==> config.mk <==
export PLATFORM = sky130hd
export DESIGN_NAME = multilevel_priority_queue
export DESIGN_NICKNAME = d
export VERILOG_FILES = /design/src/hdl/mpq_pkg.sv /design/src/hdl/mpq_level_scan.sv /design/src/hdl/multilevel_priority_queue.sv
export SDC_FILE = /design/constraint.sdc
export NUM_CORES = 2
export LEC_CHECK = 0
export BUFFER_PORTS_ARGS = -buffer_cell sky130_fd_sc_hd__buf_2
export CAP_MARGIN = 10
export CORE_ASPECT_RATIO = 0.5
export CORE_MARGIN = 5
export CORE_UTILIZATION = 50
export CTS_BUF_LIST = sky130_fd_sc_hd__clkbuf_16
export CTS_CLUSTER_SIZE = 25
export DETAILED_ROUTE_END_ITERATION = 16
export PLACE_DENSITY_LB_ADDON = 0.15
export SLEW_MARGIN = 15
export SYNTH_ARGS = -nofsm -noshare
export SYNTH_HDL_FRONTEND = slang
export SYNTH_SLANG_ARGS = --single-unit
export TNS_END_PERCENT = 50
==> constraint.sdc <==
create_clock -name clk_i -period 5.64 [get_ports clk_i]
set_clock_uncertainty 0.05 [all_clocks]
set_input_delay 0.564 -clock clk_i [delete_from_list [all_inputs] [get_ports clk_i]]
set_output_delay 0.564 -clock clk_i [all_outputs]
set_load 0.01 [all_outputs]
==> src/hdl/mpq_pkg.sv <==
package mpq_pkg;

  localparam int unsigned OpW    = 2;
  localparam int unsigned PrioW  = 16;
  localparam int unsigned StW    = 2;
  localparam int unsigned ItemW  = 32;

  typedef enum logic [OpW-1:0] {
    OP_INSERT = 2'd0,
    OP_POP    = 2'd1,
    OP_REMOVE = 2'd2,
    OP_NONE   = 2'd3
  } op_e;

  typedef enum logic [StW-1:0] {
    ST_OK      = 2'd0,
    ST_INVALID = 2'd1,
    ST_FULL    = 2'd2,
    ST_EMPTY   = 2'd3
  } status_e;

  typedef enum logic [3:0] {
    S_INIT,
    S_IDLE,
    S_SCAN,
    S_INS_RD,
    S_INS_WR,
    S_POP_RD,
    S_POP_WR,
    S_REM_RD,
    S_REM_CMP,
    S_REM_WR,
    S_DONE
  } state_e;

endpackage

==> src/hdl/mpq_level_scan.sv <==
// Walks the non-empty mask from the highest level down, one level a cycle.
module mpq_level_scan import mpq_pkg::*; #(
  parameter int unsigned NUM_PRIOS = 16,
  parameter int unsigned LW        = 4
) (
  input  logic                 clk_i,
  input  logic                 rst_ni,
  input  logic                 start_i,
  input  logic [NUM_PRIOS-1:0] nonempty_i,
  output logic                 done_o,
  output logic                 found_o,
  output logic [LW-1:0]        level_o
);

  logic [LW-1:0] lv_q, lv_d;
  logic          busy_q, busy_d;
  logic          done_q, done_d, found_q, found_d;

  // Step down the levels until a set bit or level zero
  always_comb begin
    lv_d    = lv_q;
    busy_d  = busy_q;
    done_d  = 1'b0;
    found_d = found_q;
    if (start_i) begin
      lv_d   = LW'(NUM_PRIOS - 1);
      busy_d = 1'b1;
    end else if (busy_q) begin
      if (nonempty_i[lv_q] || lv_q == '0) begin
        busy_d  = 1'b0;
        done_d  = 1'b1;
        found_d = nonempty_i[lv_q];
      end else begin
        lv_d = lv_q - 1'b1;
      end
    end
  end

  always_ff @(posedge clk_i or negedge rst_ni) begin
    if (!rst_ni) begin
      lv_q    <= '0;
      busy_q  <= 1'b0;
      done_q  <= 1'b0;
      found_q <= 1'b0;
    end else begin
      lv_q    <= lv_d;
      busy_q  <= busy_d;
      done_q  <= done_d;
      found_q <= found_d;
    end
  end

  assign done_o  = done_q;
  assign found_o = found_q;
  assign level_o = lv_q;

endmodule

==> src/hdl/multilevel_priority_queue.sv <==
// Multilevel priority queue of item handles kept as linked lists in one node
// memory of CAPACITY entries shared by NUM_PRIOS levels; the highest level is
// served first, FIFO within a level unless inserted at the front. One request
// is taken at a time and the slave side is not ready until its result has
// been transferred. An insert reads the free-list head and then links the
// node; a pop scans down from the highest level, reads the head node and
// then unlinks it; a remove reads and compares the nodes of its level one
// after another and then unlinks a match, as the node memory has one read
// port. The next request can be taken in the cycle after the result
// transfer. After reset a clearing pass chains the free list before the
// first request is accepted.
// s_axis_tdata: op[1:0], item[33:2], prio[49:34], at_front[50], zero fill.
// m_axis_tdata: status[1:0], item_out[33:2], item_valid[34], zero fill.
module multilevel_priority_queue import mpq_pkg::*; #(
  parameter int unsigned NUM_PRIOS = 16,
  parameter int unsigned CAPACITY  = 64,
  parameter int unsigned ITEM_BITS = 32
) (
  input  logic        clk_i,
  input  logic        rst_ni,
  input  logic        s_axis_tvalid,
  output logic        s_axis_tready,
  input  logic [55:0] s_axis_tdata,  // op, item, prio, at_front
  output logic        m_axis_tvalid,
  input  logic        m_axis_tready,
  output logic [39:0] m_axis_tdata   // status, item_out, item_valid
);

  localparam int unsigned AW = (CAPACITY > 1) ? $clog2(CAPACITY) : 1;
  localparam int unsigned LW = (NUM_PRIOS > 1) ? $clog2(NUM_PRIOS) : 1;
  localparam int unsigned CW = $clog2(CAPACITY + 1);

  // Node memory: item and next link
  logic [ITEM_BITS-1:0] node_item_mem [CAPACITY];
  logic [AW-1:0]        node_link_mem [CAPACITY];
  logic [AW-1:0]        level_head_q [NUM_PRIOS];
  logic [AW-1:0]        level_tail_q [NUM_PRIOS];
  logic [NUM_PRIOS-1:0] nonempty_q, nonempty_d;
  logic [AW-1:0]        free_head_q, free_head_d;
  logic [CW-1:0]        used_q, used_d;

  state_e state_q, state_d;

  // Request registers
  op_e                  op_q, op_d;
  logic [ITEM_BITS-1:0] item_q, item_d;
  logic [PrioW-1:0]     prio_q, prio_d;
  logic                 front_q, front_d;
  logic [LW-1:0]        lv_q, lv_d;

  // Walk registers
  logic [AW-1:0] cur_q, cur_d, prev_q, prev_d, idx_q, idx_d;
  logic          has_prev_q, has_prev_d;

  // Memory port
  logic                 rd_en;
  logic [AW-1:0]        rd_addr;
  logic [ITEM_BITS-1:0] rd_item_q;
  logic [AW-1:0]        rd_link_q;
  logic                 wl_en, wi_en;
  logic [AW-1:0]        wl_addr, wi_addr, wl_data;

  // Level table write
  logic          lh_en, lt_en;
  logic [AW-1:0] lh_data, lt_data;

  // Result register
  logic                 out_valid_q, out_valid_d;
  status_e              st_q, st_d;
  logic [ITEM_BITS-1:0] out_item_q, out_item_d;

  // Level scan unit
  logic          scan_start, scan_done, scan_found;
  logic [LW-1:0] scan_lv;

  mpq_level_scan #(.NUM_PRIOS(NUM_PRIOS), .LW(LW)) u_scan (
    .clk_i     (clk_i),
    .rst_ni    (rst_ni),
    .start_i   (scan_start),
    .nonempty_i(nonempty_q),
    .done_o    (scan_done),
    .found_o   (scan_found),
    .level_o   (scan_lv)
  );

  logic [ITEM_BITS-1:0] in_item;
  logic [PrioW-1:0]     in_prio;
  logic                 prio_ok;

  assign in_item = ITEM_BITS'(s_axis_tdata[33:2]);
  assign in_prio = s_axis_tdata[49:34];
  assign prio_ok = prio_q < PrioW'(NUM_PRIOS);

  // Sequencer
  always_comb begin
    state_d     = state_q;
    op_d        = op_q;
    item_d      = item_q;
    prio_d      = prio_q;
    front_d     = front_q;
    lv_d        = lv_q;
    cur_d       = cur_q;
    prev_d      = prev_q;
    idx_d       = idx_q;
    has_prev_d  = has_prev_q;
    nonempty_d  = nonempty_q;
    free_head_d = free_head_q;
    used_d      = used_q;
    out_valid_d = out_valid_q;
    st_d        = st_q;
    out_item_d  = out_item_q;
    rd_en       = 1'b0;
    rd_addr     = cur_q;
    wl_en       = 1'b0;
    wl_addr     = idx_q;
    wl_data     = '0;
    wi_en       = 1'b0;
    wi_addr     = idx_q;
    lh_en       = 1'b0;
    lt_en       = 1'b0;
    lh_data     = idx_q;
    lt_data     = idx_q;
    scan_start  = 1'b0;
    s_axis_tready = 1'b0;

    unique case (state_q)
      S_INIT: begin
        // Chain the free list, one node a cycle
        wl_en   = 1'b1;
        wl_addr = cur_q;
        wl_data = (cur_q == AW'(CAPACITY - 1)) ? '0 : cur_q + 1'b1;
        cur_d   = cur_q + 1'b1;
        if (cur_q == AW'(CAPACITY - 1)) state_d = S_IDLE;
      end
      S_IDLE: begin
        s_axis_tready = 1'b1;
        if (s_axis_tvalid) begin
          op_d    = op_e'(s_axis_tdata[1:0]);
          item_d  = in_item;
          prio_d  = in_prio;
          front_d = s_axis_tdata[50];
          lv_d    = LW'(in_prio);
          unique case (op_e'(s_axis_tdata[1:0]))
            OP_INSERT: state_d = S_INS_RD;
            OP_POP: begin
              scan_start = 1'b1;
              state_d    = S_SCAN;
            end
            OP_REMOVE: state_d = S_REM_RD;
            default: begin
              st_d    = ST_INVALID;
              state_d = S_DONE;
            end
          endcase
        end
      end
      S_SCAN: begin
        if (scan_done) begin
          if (scan_found) begin
            lv_d    = scan_lv;
            cur_d   = level_head_q[scan_lv];
            state_d = S_POP_RD;
          end else begin
            st_d    = ST_EMPTY;
            state_d = S_DONE;
          end
        end
      end
      S_INS_RD: begin
        if (item_q == '0 || !prio_ok) begin
          st_d    = ST_INVALID;
          state_d = S_DONE;
        end else if (used_q >= CW'(CAPACITY)) begin
          st_d    = ST_FULL;
          state_d = S_DONE;
        end else begin
          rd_en   = 1'b1;
          rd_addr = free_head_q;
          idx_d   = free_head_q;
          state_d = S_INS_WR;
        end
      end
      S_INS_WR: begin
        free_head_d = rd_link_q;
        used_d      = used_q + 1'b1;
        wi_en       = 1'b1;
        if (!nonempty_q[lv_q]) begin
          lh_en = 1'b1;
          lt_en = 1'b1;
          nonempty_d[lv_q] = 1'b1;
        end else if (front_q) begin
          wl_en   = 1'b1;
          wl_data = level_head_q[lv_q];
          lh_en   = 1'b1;
        end else begin
          wl_en   = 1'b1;
          wl_addr = level_tail_q[lv_q];
          wl_data = idx_q;
          lt_en   = 1'b1;
        end
        st_d    = ST_OK;
        state_d = S_DONE;
      end
      S_POP_RD: begin
        rd_en   = 1'b1;
        state_d = S_POP_WR;
      end
      S_POP_WR: begin
        if (cur_q == level_tail_q[lv_q]) nonempty_d[lv_q] = 1'b0;
        else begin
          lh_en   = 1'b1;
          lh_data = rd_link_q;
        end
        wl_en       = 1'b1;
        wl_addr     = cur_q;
        wl_data     = free_head_q;
        free_head_d = cur_q;
        used_d      = used_q - 1'b1;
        out_item_d  = rd_item_q;
        st_d        = ST_OK;
        state_d     = S_DONE;
      end
      S_REM_RD: begin
        st_d = ST_OK;
        if (!prio_ok) begin
          st_d    = ST_INVALID;
          state_d = S_DONE;
        end else if (!nonempty_q[lv_q]) begin
          state_d = S_DONE;
        end else begin
          cur_d      = level_head_q[lv_q];
          has_prev_d = 1'b0;
          state_d    = S_REM_CMP;
          rd_en      = 1'b1;
          rd_addr    = level_head_q[lv_q];
        end
      end
      S_REM_CMP: begin
        // Compare the node just read against the handle
        if (rd_item_q == item_q) begin
          state_d = S_REM_WR;
        end else if (cur_q == level_tail_q[lv_q]) begin
          state_d = S_DONE;
        end else begin
          prev_d     = cur_q;
          has_prev_d = 1'b1;
          cur_d      = rd_link_q;
          rd_en      = 1'b1;
          rd_addr    = rd_link_q;
        end
      end
      S_REM_WR: begin
        if (!has_prev_q) begin
          if (cur_q == level_tail_q[lv_q]) nonempty_d[lv_q] = 1'b0;
          else begin
            lh_en   = 1'b1;
            lh_data = rd_link_q;
          end
        end else begin
          // Unlink: prev takes cur's next
          wl_en   = 1'b1;
          wl_addr = prev_q;
          wl_data = rd_link_q;
          if (cur_q == level_tail_q[lv_q]) begin
            lt_en   = 1'b1;
            lt_data = prev_q;
          end
        end
        // Release the node; its free-list link is written in the next cycle
        idx_d       = cur_q;
        free_head_d = cur_q;
        used_d      = used_q - 1'b1;
        state_d     = S_DONE;
      end
      S_DONE: begin
        out_valid_d = 1'b1;
        if (out_valid_q && m_axis_tready) begin
          out_valid_d = 1'b0;
          out_item_d  = '0;
          state_d     = S_IDLE;
        end
      end
      default: state_d = S_IDLE;
    endcase
  end

  // Free-list link of a removed node is written in the cycle after unlinking
  logic          rel_q;
  logic [AW-1:0] rel_node_q, rel_link_q;

  always_ff @(posedge clk_i or negedge rst_ni) begin
    if (!rst_ni) begin
      rel_q <= 1'b0;
    end else begin
      rel_q <= (state_q == S_REM_WR);
    end
  end

  always_ff @(posedge clk_i) begin
    rel_node_q <= cur_q;
    rel_link_q <= free_head_q;
  end

  // Node memory: one read port, registered data
  always_ff @(posedge clk_i) begin
    if (rd_en) begin
      rd_item_q <= node_item_mem[rd_addr];
      rd_link_q <= node_link_mem[rd_addr];
    end
    if (wi_en) node_item_mem[wi_addr] <= item_q;
    if (rel_q) node_link_mem[rel_node_q] <= rel_link_q;
    else if (wl_en) node_link_mem[wl_addr] <= wl_data;
  end

  // Level head and tail tables
  always_ff @(posedge clk_i) begin
    if (lh_en) level_head_q[lv_q] <= lh_data;
    if (lt_en) level_tail_q[lv_q] <= lt_data;
  end

  always_ff @(posedge clk_i) begin
    item_q     <= item_d;
    prio_q     <= prio_d;
    front_q    <= front_d;
    lv_q       <= lv_d;
    prev_q     <= prev_d;
    idx_q      <= idx_d;
    has_prev_q <= has_prev_d;
    st_q       <= st_d;
    op_q       <= op_d;
  end

  always_ff @(posedge clk_i or negedge rst_ni) begin
    if (!rst_ni) begin
      state_q     <= S_INIT;
      cur_q       <= '0;
      nonempty_q  <= '0;
      free_head_q <= '0;
      used_q      <= '0;
      out_valid_q <= 1'b0;
      out_item_q  <= '0;
    end else begin
      state_q     <= state_d;
      cur_q       <= cur_d;
      nonempty_q  <= nonempty_d;
      free_head_q <= free_head_d;
      used_q      <= used_d;
      out_valid_q <= out_valid_d;
      out_item_q  <= out_item_d;
    end
  end

  logic item_valid;
  assign item_valid    = (op_q == OP_POP) && (st_q == ST_OK);
  assign m_axis_tvalid = out_valid_q;
  assign m_axis_tdata  = {5'd0, item_valid,
                          32'(item_valid ? out_item_q : '0), st_q};

endmodule

==> impl_metrics.ini <==
[setup_path]
worst-setup-path-type = flip-flop to flip-flop
path_cells = buf_4 > mux2i_1 > mux4_2 > mux2i_1 > xnor2_1 > and3_2 > a41oi_1 > nand2_8 > buf_4 > buf_12 > mux2i_1 > a32oi_1 > and3_1 > o32ai_1 > buf_4 > nand4bb_1
crit_fanout = 32
worst-endpoint-required_ns = 6.22
critPathLaunchType = flip-flop
critPathCaptureType = flip-flop
timing.critical_path.slowest_cell_delay_ns = 0.58
crit_path_top_delay_cell = sky130_fd_sc_hd__o32ai_1
crit_arrival_ns = 5.96
worst-r2r-cell-count = 16

[logic_synthesis]
number_of_synthesized_flops_with_an_enable_pin = 2728
yosys_warnings = 0
asyncSetResetFlopFracSynth_pct = 2.833
ys_seq_elements = 2824
leading_post_synthesis_cells_by_instance_count = sky130_fd_sc_hd__edfxtp_1 (2728), sky130_fd_sc_hd__nand2_1 (1126), sky130_fd_sc_hd__mux2i_1 (820), sky130_fd_sc_hd__nand3_1 (387), sky130_fd_sc_hd__nor2_1 (234)
ys_types = 85
synthFlopType = sky130_fd_sc_hd__edfxtp_1
synth_cells = 7250
yosysTopAreaCell = sky130_fd_sc_hd__edfxtp_1
yosysSeqAreaShare_pct = 73.87
synth_area_leaders = sky130_fd_sc_hd__edfxtp_1 (72%), sky130_fd_sc_hd__mux2i_1 (7.2%), sky130_fd_sc_hd__nand2_1 (3.7%), sky130_fd_sc_hd__mux4_2 (2.8%), sky130_fd_sc_hd__dfrtp_1 (1.8%)
synthesis.area_per_instance_sq_um = 15.73
synthesis.area_sq_um = 114000
synth_top_area_share_pct = 71.84
synthMostInstantiatedCell = sky130_fd_sc_hd__edfxtp_1

[die]
die_w_microns = 685.4
dieHeight_microns = 347.7
io_pins = 102
num_rows = 123
start_util_pct = 50.48
core_sq_um = 225900
floorplan.die_area_sq_um = 238300

[placed_design]
dp.final_hpwl_microns = 208500
place_worst_setup_slack_ns = 0.02542
gp_congestion = 0.8767
io_buffers = 91

[timing]
hold_viol_final = 0
finalWorstPathRequiredPeriod_ns = 5.381
report.final.slew_viol_count = 0
timing.final.setup_violations = 0
rsz0062_at_grt = false
timing.final.crit_share_pct = 95.41
timing.hold.ws_ns = 0.1034
fin_ws_ns = 0.2586
timing.max_slew.rel_slack_pct = 21.55
fmaxAchievable_mhz = 185.8
fin_setup_tns_ns = 0
worst-slew-pin-transition_ns = 1.177

[pwr]
p_leak_nw = 41.25
worst_ir_drop_vdd_mv = 0.2646
cellPowerDensity_nw_per_um2 = 297.8

[grt]
first_global_vias = 64810
grt_remaining_overflow = 0
antenna_found_initial = 14
gr-usage-all-layers_pct = 27.12
grt_first_pass_wirelength_microns = 468600
grt_max_degree = 65

[hold_path]
hold_depth = 3
hold_path_class = primary input to flip-flop

[clock_network]
worst_setup_hold_path_clk_slew_ns = 0.07
number_of_clock_sinks = 2824
root_buffer = sky130_fd_sc_hd__clkbuf_16
cts_buffer_depth = 4
cts_tree = built
cts-buffers-inserted = 246
ctsHtreeMaxLevel = 4
insertion_delay_ns = 0.91

[layout]
layout.nets = 7914
areaGrowthSynthToFinish_pct = 14.72
final_layout_size_suffix_gt1_share_pct = 17.27

[route]
detail_route.first_pass.iterations = 6
routed_wl_microns = 330700
final_antenna_net_count = 0
drt-wirelength-per-cell_microns = 29.93
avgViaCountPerCell = 6.207
route.detailed.drc = 0
first_iter_violations = 9254
num_vias = 68580

[status]
outcome = finished clean

[run]
max-cap-violations = 0
## worst max-delay path: cells and delay by family (launching register included)
family	cells	cell delay, ns
AO/OA/AOI/OAI	3	0.96
XOR/XNOR	1	0.19
buffers and inverters	4	1.08
flip-flops	1	0.49
multiplexers	4	1.24
AND/OR/NAND/NOR	4	1.09
## worst paths after layout
| path | startpoint | to | slack, ns |
|---|---|---|---|
| worst max register to register | flip-flop | rd_item_q[19] | 0.26 |
| worst min register to register | out_item_q[7] | out_item_q[7] | 0.45 |
| worst min-delay path | m_axis_tready | m_axis_tvalid | 0.10 |
| worst max-delay path | flip-flop | rd_item_q[19] | 0.26 |
| min in group asynchronous | rst_ni | cur_q[0] | 0.18 |
| max in group asynchronous | rst_ni | u_scan.level_o[0] | 4.17 |
## cell usage in the layout (no fill, tap or decap), types with 70 or more instances in the layout
cell	Yosys	routed
sky130_fd_sc_hd__nand3_1	387	384
sky130_fd_sc_hd__nand2_1	1126	1126
sky130_fd_sc_hd__buf_4	59	542
sky130_fd_sc_hd__buf_12	0	96
sky130_fd_sc_hd__a22oi_1	98	98
sky130_fd_sc_hd__nor2_4	2	70
sky130_fd_sc_hd__mux4_2	142	142
sky130_fd_sc_hd__buf_2	170	90
sky130_fd_sc_hd__mux2i_1	820	820
sky130_fd_sc_hd__clkbuf_16	0	248
sky130_fd_sc_hd__nor2_1	234	166
sky130_fd_sc_hd__clkinv_1	1	74
sky130_fd_sc_hd__a21oi_1	197	194
sky130_fd_sc_hd__edfxtp_1	2728	2728
sky130_fd_sc_hd__dfrtp_1	80	79
sky130_fd_sc_hd__o21ai_0	105	105
## layout make-up
| class | count | area [sq um] |
|---|---|---|
| fill | 17220 | 95100 |
| sequential | 2824 | 84250 |
| multi-input combinational | 3974 | 28210 |
| timing repair buffer | 782 | 7000 |
| clock buffer | 248 | 6206 |
| tap | 3000 | 3754 |
| clock inverter | 200 | 1325 |
| inverter | 17 | 63.81 |
| antenna | 4 | 10.01 |
## power by group
| group | switching [mW] | internal, mW |
|---|---|---|
| combinational | 0.0450 | 0.0386 |
| sequential | 0 | 22.6 |
| clock | 7.58 | 8.67 |
## flip-flops by register name, summed over array words and instances, names as in the netlist, 7 cells and up, named ones only
signal,flops
node_link_mem,384
level_head_q,96
node_item_mem,2048
used_q,7
level_tail_q,96
out_item_q,32
item_q,32
rd_item_q,32
prio_q,12
## per-layer routing
layer / global-route usage [%] / wire (microns) / vias to the layer above
met5: 0 / 86 / -
met4: 8.593 / 11980 / 12
met3: 6.018 / 34310 / 585
met2: 40.06 / 144900 / 3415
met1: 40.39 / 139400 / 35300
li1: - / - / 29270
## cell families after synthesis
kind of cell,synth area share [%]
flops,73.87
fa+ha+maj,0.1053
xor+xnor,0.3687
simple gates,7.830
mux,10.57
other cells,0.003288
compound gates,5.241
buf+inv,2.013
## stage by stage
step           utilization (%)  power, mW  instance area [sq um]  std cells
2_1_floorplan                -      23.10                 114000       7254
3_3_place_gp             54.28      23.14                 122600      10540
3_5_place_dp             54.28      23.14                 122600      10540
4_1_cts                  57.84      39.13                 130700      11040
5_1_grt                  57.90      40.00                 130800      11050
6_report                 57.91      38.96                 130800      11050
## what timing repair did
item | in CTS | in global routing
gates cloned | 0 | 0
pin swaps | 0 | 1
hold buffers | 52 | 0
setup buffers | 0 | 8
resized for setup | 2 | 5
endpoints found under the setup margin | 2 | 14
hold endpoints to repair | 76 | 0
Power figures use the tool's default switching activity.
